--- src/hw/rtl/fdc_pkg.sv ---
// Shared types, constants and helpers for the fan delay on/off controller.
`timescale 1ns / 1ps

package fdc_pkg;

  localparam int unsigned CntW      = 32;
  localparam int unsigned LimitW    = 22;     // holds 255 * 10000
  localparam int unsigned UnitMs    = 10 * 1000;
  localparam int unsigned NumLights = 6;
  localparam int unsigned LightBits = 6;

  // Configuration register indexes
  localparam logic [2:0] CfgRelayAddr = 3'd0;
  localparam logic [2:0] CfgOnUnits   = 3'd1;
  localparam logic [2:0] CfgOffUnits  = 3'd2;
  localparam logic [2:0] CfgLightA    = 3'd3;
  localparam logic [2:0] CfgLightB    = 3'd4;
  localparam logic [2:0] CfgLocalPin  = 3'd5;
  localparam logic [2:0] CfgModeSel   = 3'd6;

  typedef enum logic [1:0] {
    CmdService = 2'd0,
    CmdOn      = 2'd1,
    CmdOff     = 2'd2
  } cmd_e;

  typedef struct packed {
    logic [15:0]       relay_addr;
    logic [7:0]        on_units;
    logic [7:0]        off_units;
    logic [LimitW-1:0] on_limit;
    logic [LimitW-1:0] off_limit;
    logic [2:0]        light_a;
    logic [2:0]        light_b;
    logic [7:0]        pin_num;
    logic              mode_sel;
  } fdc_cfg_t;

  typedef struct packed {
    logic [CntW-1:0] ms_count;
    logic [CntW-1:0] ms_inc;      // always ms_count + 1
    logic [CntW-1:0] on_stamp;
    logic [CntW-1:0] off_stamp;
    logic            fan_active;
    logic            last_trigger;
    logic            last_reported;
  } fdc_state_t;

  typedef struct packed {
    logic fan_on;
    logic send;
    logic drive;
    logic icon;
  } fdc_result_t;

  // A stamp of zero marks an idle timer, so store zero as one.
  function automatic logic [CntW-1:0] take_stamp(logic [CntW-1:0] ms);
    return (ms == '0) ? CntW'(1) : ms;
  endfunction

  function automatic logic light_active(logic [2:0] num, logic [LightBits-1:0] lights);
    logic [2:0] idx;
    idx = num - 3'd1;
    if (num == 3'd0 || 32'(num) > NumLights || 32'(num) > LightBits) begin
      return 1'b0;
    end
    return lights[idx];
  endfunction

endpackage

--- src/hw/rtl/fan_delay_on_off_controller_top.sv ---
// Top level of the fan controller with delay-on and delay-off timers.
`timescale 1ns / 1ps

// Usage:
//   Input channel (in_valid_i / in_stall_o) carries one item: cmd_i selects a
//   service pass (one millisecond tick), switch on or switch off; use_delay_i
//   asks switch on to honor the on delay; light_states_i feeds the trigger
//   lights read on a service pass.
//   Output channel (out_valid_o / out_stall_i) returns exactly one result
//   item per input item, in order: fan_on_o, send_relay_level_o, drive_pin_o
//   and icon_update_o.
//   An accepted item is held in the input register; when it advances, the
//   next-state logic writes the timer state and the result register at the
//   same edge. Throughput is one item per cycle while the receiver does not
//   stall; the path that sets it is a single 32-bit subtract-and-compare
//   per timer.
//   When the receiver stalls, the result register holds and one more item
//   waits in the input register; in_stall_o rises only when both are full.
//   Configuration is a write port (cfg_we_i, cfg_index_i, cfg_wdata_i) for
//   the user to write only while the block is idle (the block does not enforce
//   it); delay limits are scaled to milliseconds at write time. Reset clears
//   all configuration, the millisecond counter, both timers and the fan, trigger and reported levels.
module fan_delay_on_off_controller_top (
  input  logic        clk_i,
  input  logic        rst_ni,
  // configuration
  input  logic        cfg_we_i,
  input  logic [2:0]  cfg_index_i,
  input  logic [15:0] cfg_wdata_i,
  // input items
  input  logic        in_valid_i,
  output logic        in_stall_o,
  input  logic [1:0]  cmd_i,
  input  logic        use_delay_i,
  input  logic [5:0]  light_states_i,
  // result items
  output logic        out_valid_o,
  input  logic        out_stall_i,
  output logic        fan_on_o,
  output logic        send_relay_level_o,
  output logic        drive_pin_o,
  output logic        icon_update_o
);
  import fdc_pkg::*;

  fdc_cfg_t    cfg_q, cfg_d;
  fdc_state_t  state_q, state_d;
  fdc_result_t res_q, res_d;

  logic       in_valid_q;
  logic [1:0] cmd_q;
  logic       use_delay_q;
  logic [5:0] lights_q;
  logic       out_valid_q;

  logic advance;     // the held item moves into the result register
  logic in_accept;

  // ---------------------------------------------------------------------
  // Configuration: decode the index, pre-scale delays to milliseconds.
  // ---------------------------------------------------------------------
  always_comb begin
    cfg_d = cfg_q;
    if (cfg_we_i) begin
      unique case (cfg_index_i)
        CfgRelayAddr: cfg_d.relay_addr = cfg_wdata_i;
        CfgOnUnits: begin
          cfg_d.on_units = cfg_wdata_i[7:0];
          cfg_d.on_limit = LimitW'(cfg_wdata_i[7:0] * LimitW'(UnitMs));
        end
        CfgOffUnits: begin
          cfg_d.off_units = cfg_wdata_i[7:0];
          cfg_d.off_limit = LimitW'(cfg_wdata_i[7:0] * LimitW'(UnitMs));
        end
        CfgLightA:   cfg_d.light_a   = cfg_wdata_i[2:0];
        CfgLightB:   cfg_d.light_b   = cfg_wdata_i[2:0];
        CfgLocalPin: cfg_d.pin_num   = cfg_wdata_i[7:0];
        CfgModeSel:  cfg_d.mode_sel  = cfg_wdata_i[0];
        default: begin
        end
      endcase
    end
  end

  always_ff @(posedge clk_i or negedge rst_ni) begin
    if (!rst_ni) begin
      cfg_q <= '0;
    end else begin
      cfg_q <= cfg_d;
    end
  end

  // ---------------------------------------------------------------------
  // Handshake: advance when the result register is empty or being taken;
  // accept a new item whenever the input register frees up.
  // ---------------------------------------------------------------------
  assign advance    = in_valid_q && (!out_valid_q || !out_stall_i);
  assign in_stall_o = in_valid_q && !advance;
  assign in_accept  = in_valid_i && !in_stall_o;

  always_ff @(posedge clk_i or negedge rst_ni) begin
    if (!rst_ni) begin
      in_valid_q <= 1'b0;
    end else if (in_accept || advance) begin
      in_valid_q <= in_accept;
    end
  end

  // Input payload: capture on accept only.
  always_ff @(posedge clk_i) begin
    if (in_accept) begin
      cmd_q       <= cmd_i;
      use_delay_q <= use_delay_i;
      lights_q    <= light_states_i;
    end
  end

  // ---------------------------------------------------------------------
  // Item logic: timer state updates as the item enters the result register.
  // ---------------------------------------------------------------------
  fdc_step u_step (
    .cfg_i          (cfg_q),
    .state_i        (state_q),
    .cmd_i          (cmd_q),
    .use_delay_i    (use_delay_q),
    .light_states_i (lights_q),
    .state_o        (state_d),
    .result_o       (res_d)
  );

  always_ff @(posedge clk_i or negedge rst_ni) begin
    if (!rst_ni) begin
      state_q <= '{ms_inc: CntW'(1), default: '0};
    end else if (advance) begin
      state_q <= state_d;
    end
  end

  always_ff @(posedge clk_i or negedge rst_ni) begin
    if (!rst_ni) begin
      out_valid_q <= 1'b0;
    end else if (advance) begin
      out_valid_q <= 1'b1;
    end else if (!out_stall_i) begin
      out_valid_q <= 1'b0;
    end
  end

  // Result payload: hold while stalled, load on advance.
  always_ff @(posedge clk_i) begin
    if (advance) begin
      res_q <= res_d;
    end
  end

  assign out_valid_o        = out_valid_q;
  assign fan_on_o           = res_q.fan_on;
  assign send_relay_level_o = res_q.send;
  assign drive_pin_o        = res_q.drive;
  assign icon_update_o      = res_q.icon;

  // ---------------------------------------------------------------------
  // Assertions
  // ---------------------------------------------------------------------
  // Back-pressure reaches the input only when a result is held by the receiver.
  a_stall_only_when_full: assert property (@(posedge clk_i) disable iff (!rst_ni)
    in_stall_o |-> (out_valid_o && out_stall_i && in_valid_q))
    else $error("input stalled without a held result");

  // The look-ahead counter always leads the millisecond counter by one.
  a_ms_inc_tracks: assert property (@(posedge clk_i) disable iff (!rst_ni)
    state_q.ms_inc == state_q.ms_count + CntW'(1))
    else $error("millisecond look-ahead counter out of step");

  // Commands other than a service pass never report relay, pin or icon.
  a_cmd_no_report: assert property (@(posedge clk_i) disable iff (!rst_ni)
    (advance && cmd_q != CmdService) |=> !(res_q.send || res_q.drive || res_q.icon))
    else $error("report flag set by a non-service item");

  // Time advances only on service items.
  a_time_only_on_service: assert property (@(posedge clk_i) disable iff (!rst_ni)
    (advance && cmd_q != CmdService) |=> $stable(state_q.ms_count))
    else $error("millisecond counter moved on a command item");

endmodule

--- src/hw/rtl/fdc_step.sv ---
// Next-state and result logic for one item of the fan controller.
`timescale 1ns / 1ps

module fdc_step (
  input  fdc_pkg::fdc_cfg_t    cfg_i,
  input  fdc_pkg::fdc_state_t  state_i,
  input  logic [1:0]           cmd_i,
  input  logic                 use_delay_i,
  input  logic [5:0]           light_states_i,
  output fdc_pkg::fdc_state_t  state_o,
  output fdc_pkg::fdc_result_t result_o
);
  import fdc_pkg::*;

  cmd_e            cmd;
  logic            configured;
  logic [CntW-1:0] stamp_cmd;
  logic [CntW-1:0] stamp_tick;
  logic [CntW-1:0] on_elapsed;
  logic [CntW-1:0] off_elapsed;
  logic            on_due;
  logic            off_due;
  logic            trig;

  assign cmd        = cmd_e'(cmd_i);
  assign configured = (cfg_i.relay_addr != '0) || (cfg_i.pin_num != '0);
  assign stamp_cmd  = take_stamp(state_i.ms_count);
  assign stamp_tick = take_stamp(state_i.ms_inc);

  // Elapsed time is measured against the advanced counter.
  assign on_elapsed  = state_i.ms_inc - state_i.on_stamp;
  assign off_elapsed = state_i.ms_inc - state_i.off_stamp;
  assign on_due  = (state_i.on_stamp != '0) &&
                   (on_elapsed >= CntW'(cfg_i.on_limit));
  assign off_due = (state_i.off_stamp != '0) &&
                   (off_elapsed >= CntW'(cfg_i.off_limit));

  assign trig = light_active(cfg_i.light_a, light_states_i) ||
                light_active(cfg_i.light_b, light_states_i);

  always_comb begin
    state_o  = state_i;
    result_o = '0;
    case (cmd)
      CmdOn: begin
        if (configured) begin
          state_o.off_stamp = '0;
          if (use_delay_i && cfg_i.on_units != '0) begin
            state_o.on_stamp = stamp_cmd;
          end else begin
            state_o.on_stamp   = '0;
            state_o.fan_active = 1'b1;
            if (cfg_i.off_units != '0) begin
              state_o.off_stamp = stamp_cmd;
            end
          end
        end
      end
      CmdOff: begin
        if (configured) begin
          state_o.on_stamp   = '0;
          state_o.off_stamp  = '0;
          state_o.fan_active = 1'b0;
        end
      end
      CmdService: begin
        state_o.ms_count = state_i.ms_inc;
        state_o.ms_inc   = state_i.ms_inc + CntW'(1);
        if (configured && cfg_i.mode_sel) begin
          if (off_due) begin
            state_o.fan_active = 1'b0;
            state_o.off_stamp  = '0;
            result_o.icon      = 1'b1;
          end
          if (on_due) begin
            state_o.fan_active = 1'b1;
            state_o.on_stamp   = '0;
            result_o.icon      = 1'b1;
          end
          if (trig != state_i.last_trigger) begin
            if (trig) begin
              state_o.off_stamp = '0;
              if (cfg_i.on_units != '0) begin
                state_o.on_stamp = stamp_tick;
              end else begin
                state_o.on_stamp   = '0;
                state_o.fan_active = 1'b1;
                if (cfg_i.off_units != '0) begin
                  state_o.off_stamp = stamp_tick;
                end
              end
            end else if (cfg_i.off_units != '0) begin
              state_o.off_stamp = stamp_tick;
            end
          end
          state_o.last_trigger = trig;
          if (state_i.last_reported != state_o.fan_active) begin
            result_o.send         = (cfg_i.relay_addr != '0);
            state_o.last_reported = state_o.fan_active;
          end
          result_o.drive = (cfg_i.pin_num != '0);
        end
      end
      default: begin
      end
    endcase
    result_o.fan_on = state_o.fan_active;
  end

endmodule
--- config.mk ---
export PLATFORM = sky130hd
export DESIGN_NAME = fan_delay_on_off_controller_top
export DESIGN_NICKNAME = d
export VERILOG_FILES = /design/src/hw/rtl/fdc_pkg.sv /design/src/hw/rtl/fan_delay_on_off_controller_top.sv /design/src/hw/rtl/fdc_step.sv
export SDC_FILE = /design/constraint.sdc
export NUM_CORES = 1
export LEC_CHECK = 0
export ABC_AREA = 0
export BUFFER_PORTS_ARGS = -buffer_cell sky130_fd_sc_hd__buf_2
export CORE_AREA = 2 2 245 187
export CTS_BUF_LIST = sky130_fd_sc_hd__clkbuf_4 sky130_fd_sc_hd__clkbuf_8
export DETAILED_ROUTE_END_ITERATION = 16
export DIE_AREA = 0 0 247 189
export GPL_ROUTABILITY_DRIVEN = 1
export SYNTH_ARGS = -nofsm -noshare
export SYNTH_HDL_FRONTEND = slang
export SYNTH_SLANG_ARGS = --single-unit
--- constraint.sdc ---
create_clock -name clk_i -period 6.3 [get_ports clk_i]
set_input_delay 0.315 -clock clk_i [delete_from_list [all_inputs] [get_ports clk_i]]
set_output_delay 0.315 -clock clk_i [all_outputs]
set_load 0.005 [all_outputs]
# After elaboration in Yosys (flattened, before gate mapping)
# Cells that the tools add are included.
# Widths: inputs -> output; s select.
[op_classes]
mul = 1
reduce_logical = 45
n_lt_le_gt_ge = 6
addsub = 5
n_eq_ne = 14
n_mux = 37
[ops]
columns = ["operator", "count"]
rows = [
  ["$mux 65", 5],
  ["$mux 32", 10],
  ["$pmux 65 s3", 1],
  ["$mux 33", 3],
  ["$mux 67", 1],
  ["$ge 32x22->1", 2],
  ["$logic_not 32->1", 2],
  ["$reduce_bool 32->1", 2],
  ["$sub 32x32->32", 2],
  ["$add 32x1->32 const B", 1],
  ["$reduce_bool 8->1", 3],
  ["$mul 8x10->18 const B", 1],
  ["$reduce_and 2->1", 9],
  ["$reduce_bool 16->1", 1],
  ["$mux 1", 15],
  ["$eq 3x3->1 const B", 3],
  ["$logic_not 3->1", 3],
  ["$logic_or 1x1->1", 8],
  ["$lt 3x4->1 const B", 2],
  ["$ne 2x1->1 const B", 4],
  ["$logic_and 1x1->1", 7],
  ["$bmux 1 s3", 2],
  ["$eq 3x2->1 const B", 2],
  ["$gt 3x3->1 const B", 2],
  ["other kinds (11)", 17],
]
[word_totals]
inputBits = 33
out_inout_bits = 6
elab_cells = 133
register_bits = 229

# Depth between registers and ports, before layout
# Gate-level depths: netlist of run 1.
[depth]
depth_word = 14
ltp_mapped = 24
ltp_nobuf = 23

# By module
# From an unflattened synthesis of run 1, not the netlist that was laid out.
[unflattened]
cells_unflattened = 1820
area_unflattened_um2 = 17290.3
[by_module_without_submodules]
columns = ["mod", "seq_area_each_um2", "cells_each", "instances", "area_per_inst_um2"]
rows = [
  ["fan_delay_on_off_controller_top", 5596.6, 637, 1, 9213.8],
  ["fdc_step", 0.0, 1183, 1, 8076.5],
]

# Least setup slack after synthesis of run 1
# No wires, ideal clock.
[synth_path]
kind = "register -> register"
from = "reg state_q[67] (netlist name)"
to = "reg state_q[3] (netlist name)"
period_less_slack_ns = 5.088
arrival_time_ns = 5.024
required_ns = 6.236
slack_ns = 1.212
path_buffers = 1
setup_time_ns = 0.064
stages_incl_launch_ff = 23
path_cell_list = "dfstp_2 > inv_1 > ha_1 > fa_1 > nor2b_1 > o2111ai_1 > a211oi_1 > nor2_1 > o21ai_0 > a21boi_0 > xnor2_1 > ha_1 > nor2b_1 > o21ai_0 > a21oi_1 > nor4_1 > o211ai_1 > or4_4 > a2111oi_4 > nor2_2 > o41ai_4 > buf_6 > a21o_1"
[synth_between]
elab_chain_cells = 11
word_cells_on_any_way = 15
classes_between = "add/sub (1); order compare (1); mux (11); reduce/logical (2)"
[synth_lines]
columns = ["item", "line", "text"]
rows = [
  ["start, declared", "fan_delay_on_off_controller_top.sv:47", "fdc_state_t state_q, state_d;"],
  ["start signal, assigned", "fan_delay_on_off_controller_top.sv:135", "state_q <= state_d;"],
  ["$sub 32x32->32", "fdc_step.sv:32", "assign off_elapsed = state_i.ms_inc - state_i.off_stamp;"],
  ["$ge 32x22->1", "fdc_step.sv:36", "(off_elapsed >= CntW'(cfg_i.off_limit));"],
  ["$logic_and 1x1->1", "fdc_step.sv:35", "assign off_due = (state_i.off_stamp != '0) &&"],
  ["$mux 33", "fdc_step.sv:70", "if (off_due) begin"],
  ["$mux 32", "fdc_step.sv:92", "end else if (cfg_i.off_units != '0) begin"],
  ["$mux 32", "fdc_step.sv:81", "if (trig) begin"],
  ["$mux 65 *", "fdc_step.sv:80", "if (trig != state_i.last_trigger) begin"],
  ["$mux 65 *", "fdc_step.sv:69", "if (configured && cfg_i.mode_sel) begin"],
  ["$mux 65 *", "fdc_step.sv:44", "case (cmd)"],
  ["$mux 67 *", "fdc_step.sv:69", ""],
  ["$pmux 65 s3 *", "fdc_step.sv:44", ""],
]
# Every way passes the cells marked *; elsewhere a longest branch is shown, timed or not. The select of a mux whose other input is x is not followed.
# A chain may end at the register's enable or synchronous reset.

# Final worst setup path of run 1
[layout_path]
from = "reg state_q[67] (netlist name)"
to = "reg state_q[60] (netlist name)"
[layout_between]
elab_chain_cells = 10
word_cells_on_any_way = 13
classes_between = "add/sub (1); order compare (1); mux (9); reduce/logical (2)"
[layout_lines]
columns = ["item", "line", "text"]
rows = [
  ["$sub 32x32->32", "fdc_step.sv:31", "assign on_elapsed = state_i.ms_inc - state_i.on_stamp;"],
  ["$ge 32x22->1", "fdc_step.sv:34", "(on_elapsed >= CntW'(cfg_i.on_limit));"],
  ["$logic_and 1x1->1", "fdc_step.sv:33", "assign on_due = (state_i.on_stamp != '0) &&"],
  ["$mux 32", "fdc_step.sv:75", "if (on_due) begin"],
  ["$mux 32", "fdc_step.sv:81", ""],
  ["$mux 65 *", "fdc_step.sv:80", ""],
  ["$mux 65 *", "fdc_step.sv:69", ""],
  ["$mux 65 *", "fdc_step.sv:44", ""],
  ["$mux 67 *", "fdc_step.sv:69", ""],
  ["$pmux 65 s3 *", "fdc_step.sv:44", ""],
]
# Marks and branches as above.

==> impl_metrics.py, run 1 <==
metrics = {
    "status": {
        "status": "completed",
    },
    "grt": {
        "grt_pass1_wl_um": 74300,
        "grt.total_usage": 0.203,
        "grt_overflow": 0,
        "grt_max_degree": 81,
        "grt_pass1_vias": 12900,
        "antenna_found_initial": 0,
    },
    "cts": {
        "root_buffer": "clkbuf_8",
        "cts.htree.levels": 2,
        "post-cts-setup-buffer-count": 0,
        "cts_made_buffers": 37,
        "cts_tree": "yes",
        "cts_sinks": 221,
        "clock_path_buffers": 3,
        "insertion_delay_ns": 0.58,
        "path_clk_slew_ns": 0.06,
    },
    "yosys": {
        "ys_ff_latch": 221,
        "post-synth-top-area-cell": "dfrtp_1",
        "netlist_top_cells_area": "dfrtp_1 34%, ha_1 12%, nand2_1 5.2%",
        "syn-cell-area_sq_um": 15300,
        "synthMuxAreaShare": 0.0370,
        "netlist_instances": 1702,
        "synthSimpleGateAreaFrac": 0.161,
        "synth_top_area_share": 0.338,
        "synth-warning-count": 0,
        "synth-edff-count": 13,
        "synth_top_family_by_area": "compound AO/OA/AOI/OAI gates",
        "synthArstFlopShare": 0.941,
        "synth_cell_types": 77,
        "avgSynthCellArea_sq_um": 9.01,
        "synth_nets": 1894,
        "synth_compound_area_frac": 0.187,
        "synth-seq-area-share": 0.365,
        "synth_xor_area_frac": 0.0491,
        "ys.flop_type": "dfrtp_1",
        "synthAdderAreaFrac": 0.137,
    },
    "sta": {
        "finalHoldViolations": 0,
        "tightest_slew_ns": 1.39,
        "slew_headroom": 0.0700,
        "clock_skew_ns": 0.0380,
        "min_period_ns": 6.11,
        "fmax_mhz": 164,
        "finalSetupTns_ns": 0,
        "slew_viol_final": 0,
        "period_share": 0.971,
        "finalSetupViolCount": 0,
    },
    "detailed_routing": {
        "first_pass_iters": 6,
        "routedWlPerCell_um": 19.9,
        "drt-met1-wl_um": 23200,
        "drc": 0,
        "routed.top_layer": "met4",
        "wl_met3_um": 3890,
        "drtIter0Drc": 1323,
        "wirelength_um": 47200,
        "via_per_inst": 5.55,
        "wl_met2_um": 19100,
        "drtAntennaViolNets": 0,
        "via_count": 13200,
    },
    "final_layout": {
        "final_common_cell": "nand2_1",
        "drive_above_1_share": 0.109,
        "most-common-layout-cells": "214 x nand2_1, 207 x dfrtp_1, 191 x inv_1, 145 x ha_1",
        "design_area_sq_um": 17200,
        "fill_cells": 4408,
        "seq_area_sq_um": 5600,
        "syn_to_final_growth_pct": 12.3,
        "post-route-util": 0.390,
        "antenna_cells": 0,
        "fin_nets": 1953,
        "multiInputGateArea_sq_um": 8800,
    },
    "worst_hold_path": {
        "hold_path_class": "in -> reg",
    },
    "power_and_ir_drop": {
        "p_seq_frac": 0.324,
        "power_switching_share": 0.394,
        "peakVddDrop_uv": 159,
        "p_clk_frac": 0.244,
        "power_density_nw_per_um2": 326,
        "p_leak_nw": 8.58,
        "p_sw_mw": 2.22,
        "p_int_mw": 3.40,
        "comb_power_share": 0.432,
    },
    "placed_design": {
        "gp_congestion": 0.896,
        "dpl-instance-area_sq_um": 16200,
        "port_buffers": 38,
        "post-dp-hpwl_um": 35300,
    },
    "setup_path": {
        "worstSetupEndpointType": "register",
        "cp.arrival_ns": 6.62,
        "crit_required_ns": 6.80,
        "critPathSlowestCell": "dfstp_2",
        "worstSetupPathType": "reg -> reg",
        "crit_chain": "inv_1 > ha_1 > fa_1 > nand2b_1 > a21oi_1 > o21ai_0 > nand2b_1 > a21o_1 > a21o_1 > a21oi_1 > xnor2_1 > ha_1 > nand4_1 > nor3_2 > nor4b_1 > a22o_1 > o21ai_0 > nand3_1 > nor4_1 > a41oi_2 > o31ai_4 > buf_4 > a222oi_1 > inv_1",
        "startpoint_type": "register",
        "critPathMaxStageDelay_ns": 0.57,
        "crit_fanout": 32,
    },
    "die": {
        "ioPinCount": 39,
        "dieWidth_um": 247,
        "dieHeight_um": 189,
        "die-area_sq_um": 46700,
        "initial_core_util": 0.347,
        "coreArea_sq_um": 44200,
        "placementRows": 67,
    },
    "flow_run": {
        "drv_cap": 0,
    },
}
[state kept, by name (all words and copies together), names as in the netlist]
register	cells
in_valid_q	1
fan_on_o	1
send_relay_level_o	1
cmd_q	2
drive_pin_o	1
use_delay_q	1
cfg_q	75
lights_q	6
out_valid_o	1
icon_update_o	1
state_q	131
[cell type report]
| cell class | instances | area share |
|---|---|---|
| Timing Repair Buffer | 85 | 0.0352 |
| Inverter | 191 | 0.0416 |
| Sequential cell | 221 | 0.325 |
| Clock inverter | 5 | 0.00399 |
| Multi-Input combinational cell | 1225 | 0.511 |
| Tap cell | 586 | 0.0426 |
| Clock buffer | 57 | 0.0412 |
[power by group through the flow]
| stage | combinational, mW | sequential [mW] | clock, mW |
|---|---|---|---|
| finish | 2.43 | 1.82 | 1.37 |
| global route | 2.74 | 1.85 | 1.45 |
| CTS | 2.41 | 1.82 | 1.40 |
| detailed placement | 2.39 | 1.84 | 0 |
| global placement | 2.34 | 1.83 | 0 |
| floorplan | 1.74 | 1.76 | 0 |
[critical path: cells and delay by family, from the launching register on]
| family | cells | cell delay, ns |
|---|---|---|
| buffers and inverters | 3 | 0.69 |
| AOI/OAI and AO/OA | 10 | 2.25 |
| xor gates and xnor gates | 1 | 0.30 |
| adders and majority gates | 3 | 0.98 |
| DFF | 1 | 0.57 |
| and+or+nand+nor | 7 | 1.24 |
[kinds of logic after synthesis]
family,count (synthesis)
simple gates,511
fa+ha+maj,159
buf+inv,256
mux,51
compound gates,418
flops,221
xor+xnor,86
[through the flow]
step	cells	hold WS (ns)	power [mW]	setup WS, ns
6_report	2370	0.118	5.62	0.186
5_1_grt	2370	0.124	6.04	-0.0109
4_1_cts	2370	0.103	5.63	0.204
3_5_place_dp	2288	0.411	4.22	-0.0129
3_3_place_gp	2288	0.404	4.17	0.0983
2_1_floorplan	1702	0.0194	3.51	1.21
[what timing repair did]
item,CTS,global route
setup endpoints to repair,17,63
resized for setup,1,2
cloned,0,0
hold buffers,20,0
hold endpoints to repair,96,0
pin swaps,0,0
[routing by layer]
| layer | GRT usage | up-vias |
|---|---|---|
| met5 | 0 | - |
| met4 | 0.0507 | 0 |
| met3 | 0.0403 | 61 |
| met2 | 0.281 | 519 |
| met1 | 0.318 | 6373 |
| li1 | - | 6197 |
[cells in the mapped netlist, types with 5 or more instances]
cell	number
nand2_1	214
dfrtp_1	207
inv_1	191
ha_1	145
a21oi_1	95
o21ai_0	95
nor2_1	67
a21o_1	59
clkbuf_1	59
xnor2_1	59
nor4_1	49
mux2_2	45
nand3_1	33
nand4_1	32
a22o_1	31
a222oi_1	30
xor2_1	27
nor3_1	23
nand2b_1	20
and3_1	17
nor2b_1	17
fa_1	14
edfxtp_1	13
and2_1	11
o211ai_1	10
a211oi_1	9
a31oi_1	9
a21boi_0	8
o21a_1	8
o2111ai_1	7
a211o_1	6
mux2i_1	6
o31ai_1	6
or3_1	5
[path summary, 6_finish.rpt]
check                          startpoint           end  slack (ns)  depth (start not counted)
max reg2reg                   state_q[67]   state_q[60]        0.19                         24
max in group asynchronous          rst_ni     cfg_q[54]        4.54                          3
max                           state_q[67]   state_q[60]        0.19                         24
min in group asynchronous          rst_ni  state_q[130]        0.37                          2
min                        cfg_wdata_i[1]     cfg_q[10]        0.12                          3
min reg2reg                      cfg_q[7]      cfg_q[7]        0.48                          2
No activity file was read; power rests on OpenSTA's default activity.
==> run 2, diff against run 1 <==
MAX_ROUTING_LAYER = met4   (was not set)
==> impl_metrics.py, run 2 (synthesized netlist as in run 1, its figures left out) <==
metrics = {
    "detailed_routing": {
        "first_pass_iters": 9,
        "via_count": 13200,
        "wirelength_um": 46500,
        "routedWlPerCell_um": 19.6,
        "via_per_inst": 5.54,
        "drtIter0Drc": 1457,
        "drtAntennaViolNets": 0,
        "drc": 0,
    },
    "placed_design": {
        "post-place-ws_ns": 0.168,
        "port_buffers": 38,
        "post-dp-hpwl_um": 35100,
        "dpl-instance-area_sq_um": 16200,
        "gp_congestion": 0.953,
    },
    "sta": {
        "period_share": 0.947,
        "tightest_slew_ns": 1.39,
        "slew_viol_final": 0,
        "finalHoldViolations": 0,
        "slew_headroom": 0.0716,
        "finalSetupViolCount": 0,
        "min_period_ns": 5.97,
        "fmax_mhz": 168,
        "rsz0062_at_grt": "no",
        "finalSetupTns_ns": 0,
        "setup_ws_ns": 0.332,
        "clock_skew_ns": 0.0378,
    },
    "power_and_ir_drop": {
        "power_density_nw_per_um2": 324,
        "power_switching_share": 0.392,
        "power.total_mw": 5.59,
        "p_clk_frac": 0.244,
        "p_int_mw": 3.40,
        "peakVddDrop_uv": 142,
        "p_leak_nw": 8.60,
        "p_sw_mw": 2.19,
        "p_seq_frac": 0.326,
        "comb_power_share": 0.430,
    },
    "final_layout": {
        "largest_reg_flops": 131,
        "fin_nets": 1953,
        "multiInputGateArea_sq_um": 8790,
        "post-route-util": 0.390,
        "design_area_sq_um": 17200,
        "syn_to_final_growth_pct": 12.4,
        "fill_cells": 4427,
        "seq_area_sq_um": 5600,
        "drive_above_1_share": 0.110,
        "final_common_cell": "nand2_1",
        "largest_register": "state_q",
        "reg_top3": "state_q x131, cfg_q x75, lights_q x6",
        "most-common-layout-cells": "214 x nand2_1, 207 x dfrtp_1, 191 x inv_1, 145 x ha_1",
    },
    "cts": {
        "clock_path_buffers": 3,
        "cts_made_buffers": 37,
        "path_clk_slew_ns": 0.06,
        "cts.htree.levels": 2,
        "root_buffer": "clkbuf_8",
        "cts_tree": "yes",
        "insertion_delay_ns": 0.56,
        "cts_sinks": 221,
    },
    "setup_path": {
        "critPathMaxStageDelay_ns": 0.57,
        "startpoint_type": "register",
        "worstSetupEndpointType": "register",
        "crit_required_ns": 6.73,
        "critPathSlowestCell": "dfstp_2",
        "cp_top_family": "compound AO/OA/AOI/OAI gates",
        "worstSetupPathType": "reg -> reg",
        "crit_fanout": 32,
        "cp_num_buf_inv": 3,
        "r2r_slack_ns": 0.33,
        "crit_chain": "inv_1 > ha_1 > fa_1 > nand2b_1 > a21oi_1 > o21ai_0 > nand2b_1 > a21o_1 > a21o_1 > a21oi_1 > xnor2_1 > ha_1 > nand4_1 > nor3_1 > nor4b_1 > a22o_1 > o21ai_0 > nand3_1 > nor4_1 > a41oi_2 > o31ai_4 > buf_4 > a222oi_1 > inv_1",
        "cp.arrival_ns": 6.40,
    },
    "grt": {
        "antenna_found_initial": 1,
        "grt_max_degree": 74,
        "grt_overflow": 0,
        "grt_pass1_wl_um": 74100,
        "grt_pass1_vias": 12800,
        "grt.total_usage": 0.209,
    },
    "die": {
        "initial_core_util": 0.347,
        "coreArea_sq_um": 44200,
        "ioPinCount": 39,
        "dieWidth_um": 247,
        "placementRows": 67,
        "die-area_sq_um": 46700,
        "dieHeight_um": 189,
    },
    "status": {
        "status": "completed",
    },
    "worst_hold_path": {
        "hold_path_class": "in -> reg",
    },
    "flow_run": {
        "drv_cap": 0,
    },
}
-- run 2: cell types whose count changed in the layout (fill, tap and decap cells not counted) --
cell and change:
buf_8 +1, buf_6 -1, diode_2 +1, clkbuf_4 -1, clkinv_2 +4, nor3_2 -1
nor3_1 +1
-- run 2: per-stage QoR --
| step | hold WS, ns | cells |
|---|---|---|
| after floorplan | 0.0194 | 1702 |
| after CTS | 0.0781 | 2373 |
| final | 0.111 | 2374 |
| after global placement | 0.364 | 2288 |
| after detailed placement | 0.369 | 2288 |
| after global routing | 0.108 | 2374 |
-- run 2: path summary, 6_finish.rpt --
kind / start / to / cells after the start
worst max-delay path: state_q[67] / state_q[58] / 24
worst min-delay path: cfg_wdata_i[1] / cfg_q[10] / 3
worst max register to register: state_q[67] / state_q[58] / 24
worst min register to register: cfg_q[3] / cfg_q[3] / 2
max in group asynchronous: rst_ni / cfg_q[53] / 3
min in group asynchronous: rst_ni / state_q[5] / 2
-- run 2: worst register-to-register path, stage by stage, from the launching register on --
cell,delay [ns]
dfstp_2,0.57
inv_1,0.15
ha_1,0.26
fa_1,0.42
nand2b_1,0.19
a21oi_1,0.32
o21ai_0,0.17
nand2b_1,0.15
a21o_1,0.16
a21o_1,0.11
a21oi_1,0.08
xnor2_1,0.17
ha_1,0.30
nand4_1,0.16
nor3_1,0.45
nor4b_1,0.30
a22o_1,0.27
o21ai_0,0.12
nand3_1,0.10
nor4_1,0.06
a41oi_2,0.42
o31ai_4,0.08
buf_4,0.26
a222oi_1,0.45
inv_1,0.09
-- run 2: cell type report --
| class | instances | share of cell area |
|---|---|---|
| repair buffers | 85 | 0.0353 |
| diodes | 1 | 0.000145 |
| flip-flops and latches | 221 | 0.325 |
| well taps | 586 | 0.0425 |
| clock buffers | 56 | 0.0407 |
| clock inverters | 9 | 0.00515 |
| inverters | 191 | 0.0416 |
| multi-input cells | 1225 | 0.510 |
-- run 2: per-layer routing --
metal / wire [um] / share of wire / GRT usage / up-vias
met5: 0 / 0 / - / -
met4: 885 / 0.019 / 0.0526 / 0
met1: 23100 / 0.50 / 0.319 / 6415
met2: 18800 / 0.40 / 0.279 / 500
met3: 3720 / 0.080 / 0.0371 / 60
li1: - / - / - / 6185
-- run 2: power by group through the flow --
| stage | Clock (mW) | Sequential (mW) | Combinational [mW] |
|---|---|---|---|
| after detailed placement | 0 | 1.84 | 2.38 |
| after floorplan | 0 | 1.76 | 1.74 |
| after global placement | 0 | 1.83 | 2.34 |
| after CTS | 1.40 | 1.82 | 2.40 |
| after global routing | 1.47 | 1.85 | 2.72 |
| final | 1.37 | 1.82 | 2.40 |
-- run 2: what timing repair did --
item	CTS	global route
gates resized for setup	0	4
hold buffers	20	0
endpoints found under the setup margin	0	64
hold endpoints to repair	90	0
buffers inserted	0	0
==> run 3, diff against run 2 <==
RECOVER_POWER = 25   (was not set)
==> impl_metrics.py, run 3 (synthesized netlist as in run 1, its figures left out) <==
metrics = {
    "final_layout": {
        "syn_to_final_growth_pct": 12.3,
        "largest_register": "state_q",
        "reg_top3": "state_q x131, cfg_q x75, lights_q x6",
        "final_common_cell": "nand2_1",
        "most-common-layout-cells": "214 x nand2_1, 207 x dfrtp_1, 191 x inv_1, 145 x ha_1",
        "fin_nets": 1953,
        "drive_above_1_share": 0.107,
        "largest_reg_flops": 131,
    },
    "setup_path": {
        "critPathMaxStageDelay_ns": 0.57,
        "worstSetupEndpointType": "register",
        "startpoint": "state_q[67]",
        "startpoint_type": "register",
        "crit_chain": "inv_1 > ha_1 > fa_1 > nand2b_1 > a21oi_1 > o21ai_0 > nand2b_1 > a21o_1 > a21o_1 > a21oi_1 > xnor2_1 > ha_1 > nand4_1 > nor3_1 > nor4b_1 > a22o_1 > o21ai_0 > nand3_1 > nor4_1 > a41oi_2 > o31ai_4 > buf_4 > a222oi_1 > inv_1",
        "worstSetupPathType": "reg -> reg",
        "cp.arrival_ns": 6.41,
        "r2r_start": "state_q[67]",
        "critPathSlowestCell": "dfstp_2",
        "crit_required_ns": 6.73,
        "crit_fanout": 32,
    },
    "grt": {
        "grt.total_usage": 0.209,
        "grt_overflow": 0,
        "grt_max_degree": 74,
        "grt_pass1_vias": 12800,
        "grt_pass1_wl_um": 74100,
        "antenna_found_initial": 1,
    },
    "die": {
        "placementRows": 67,
        "dieHeight_um": 189,
        "dieWidth_um": 247,
        "initial_core_util": 0.347,
        "coreArea_sq_um": 44200,
        "ioPinCount": 39,
        "die-area_sq_um": 46700,
    },
    "sta": {
        "period_share": 0.949,
        "timing.hold.ws_ns": 0.111,
        "slew_headroom": -1.69,
        "rsz0062_at_grt": "no",
        "finalSetupTns_ns": 0,
        "fmax_mhz": 167,
        "min_period_ns": 5.98,
        "finalSetupViolCount": 0,
        "slew_viol_final": 112,
        "clock_skew_ns": 0.0358,
        "tightest_slew_ns": 4.04,
        "finalHoldViolations": 0,
    },
    "power_and_ir_drop": {
        "peakVddDrop_uv": 143,
        "p_leak_nw": 8.58,
        "power_density_nw_per_um2": 325,
    },
    "placed_design": {
        "gp_congestion": 0.953,
        "post-dp-hpwl_um": 35100,
        "port_buffers": 38,
    },
    "detailed_routing": {
        "first_pass_iters": 6,
        "via_count": 13200,
        "routedWlPerCell_um": 19.5,
        "via_per_inst": 5.54,
        "wirelength_um": 46400,
        "drtIter0Drc": 1484,
        "drc": 0,
        "drtAntennaViolNets": 0,
    },
    "status": {
        "status": "finished, violations left",
        "violations": "max-capacitance violations, max-slew violations",
    },
    "cts": {
        "clock_path_buffers": 3,
        "cts_made_buffers": 37,
        "insertion_delay_ns": 0.56,
        "root_buffer": "clkbuf_8",
        "cts.htree.levels": 2,
        "cts_tree": "yes",
        "cts_sinks": 221,
        "path_clk_slew_ns": 0.06,
    },
    "flow_run": {
        "drv_cap": 2,
    },
    "worst_hold_path": {
        "worstHoldStart": "cfg_wdata_i[1]",
        "hold_path_class": "in -> reg",
    },
}
[run 3: changes by cell type in the layout (fill, tap and decap cells not counted)]
cell	change
and2_0	+1
clkbuf_1	+4
buf_2	-2
buf_4	-1
and2_1	-1
clkbuf_8	-1
[run 3: stage by stage]
| stage | cells | area (sq um) | utilization | worst slack, ns | power [mW] |
|---|---|---|---|---|---|
| after detailed placement | 2288 | 16200 | 0.367 | 0.168 | 4.22 |
| after global routing | 2374 | 17200 | 0.390 | 0.00571 | 6.03 |
| after floorplan | 1702 | 15300 | - | 1.21 | 3.51 |
| after global placement | 2288 | 16200 | 0.367 | 0.219 | 4.17 |
| final | 2374 | 17200 | 0.390 | 0.323 | 5.60 |
| after CTS | 2373 | 17200 | 0.390 | 0.114 | 5.62 |
[run 3: power breakdown]
| part | internal, mW | switching (mW) | total (mW) |
|---|---|---|---|
| sequential | 1.64 | 0.184 | 1.82 |
| clock | 0.762 | 0.606 | 1.37 |
| combinational | 1.00 | 1.41 | 2.41 |
| total | 3.40 | 2.20 | 5.60 |
[run 3: worst paths after layout]
check | depth (start not counted) | to | slack, ns
max in group asynchronous | 3 | cfg_q[53] | 2.04
setup reg to reg | 24 | state_q[58] | 0.32
hold / removal | 3 | cfg_q[10] | 0.11
min in group asynchronous | 2 | state_q[5] | 1.71
setup / recovery | 24 | state_q[58] | 0.32
hold reg to reg | 2 | cfg_q[3] | 0.49
[run 3: repair_timing]
action                                  4_1_cts  5_1_grt
hold buffers                                 20        0
hold endpoints to repair                     90        0
endpoints found under the setup margin        0       64
buffers inserted                              0        0
resized for setup                             0        4
[run 3: layout make-up]
class | instances | area, sq um
Antenna cell | 1 | 2.50
Clock buffer | 56 | 702
Clock inverter | 9 | 88.8
Fill cell | 4430 | 27000
Inverter | 191 | 717
Multi-Input combinational cell | 1225 | 8790
Sequential cell | 221 | 5600
Tap cell | 586 | 733
Timing Repair Buffer | 85 | 593
[run 3: critical path, delay by kind of cell, from the launching register on]
kind / cells / cell delay, ns
adders and majority gates: 3 / 0.99
buffers and inverters: 3 / 0.50
AOI/OAI and AO/OA: 10 / 2.18
DFF: 1 / 0.57
xor gates and xnor gates: 1 / 0.17
and+or+nand+nor: 7 / 1.38
[run 3: per-layer routing]
layer,part of all wire,GRT usage
met1,0.50,0.319
met4,0.019,0.0526
met3,0.081,0.0371
met5,0,-
met2,0.40,0.279
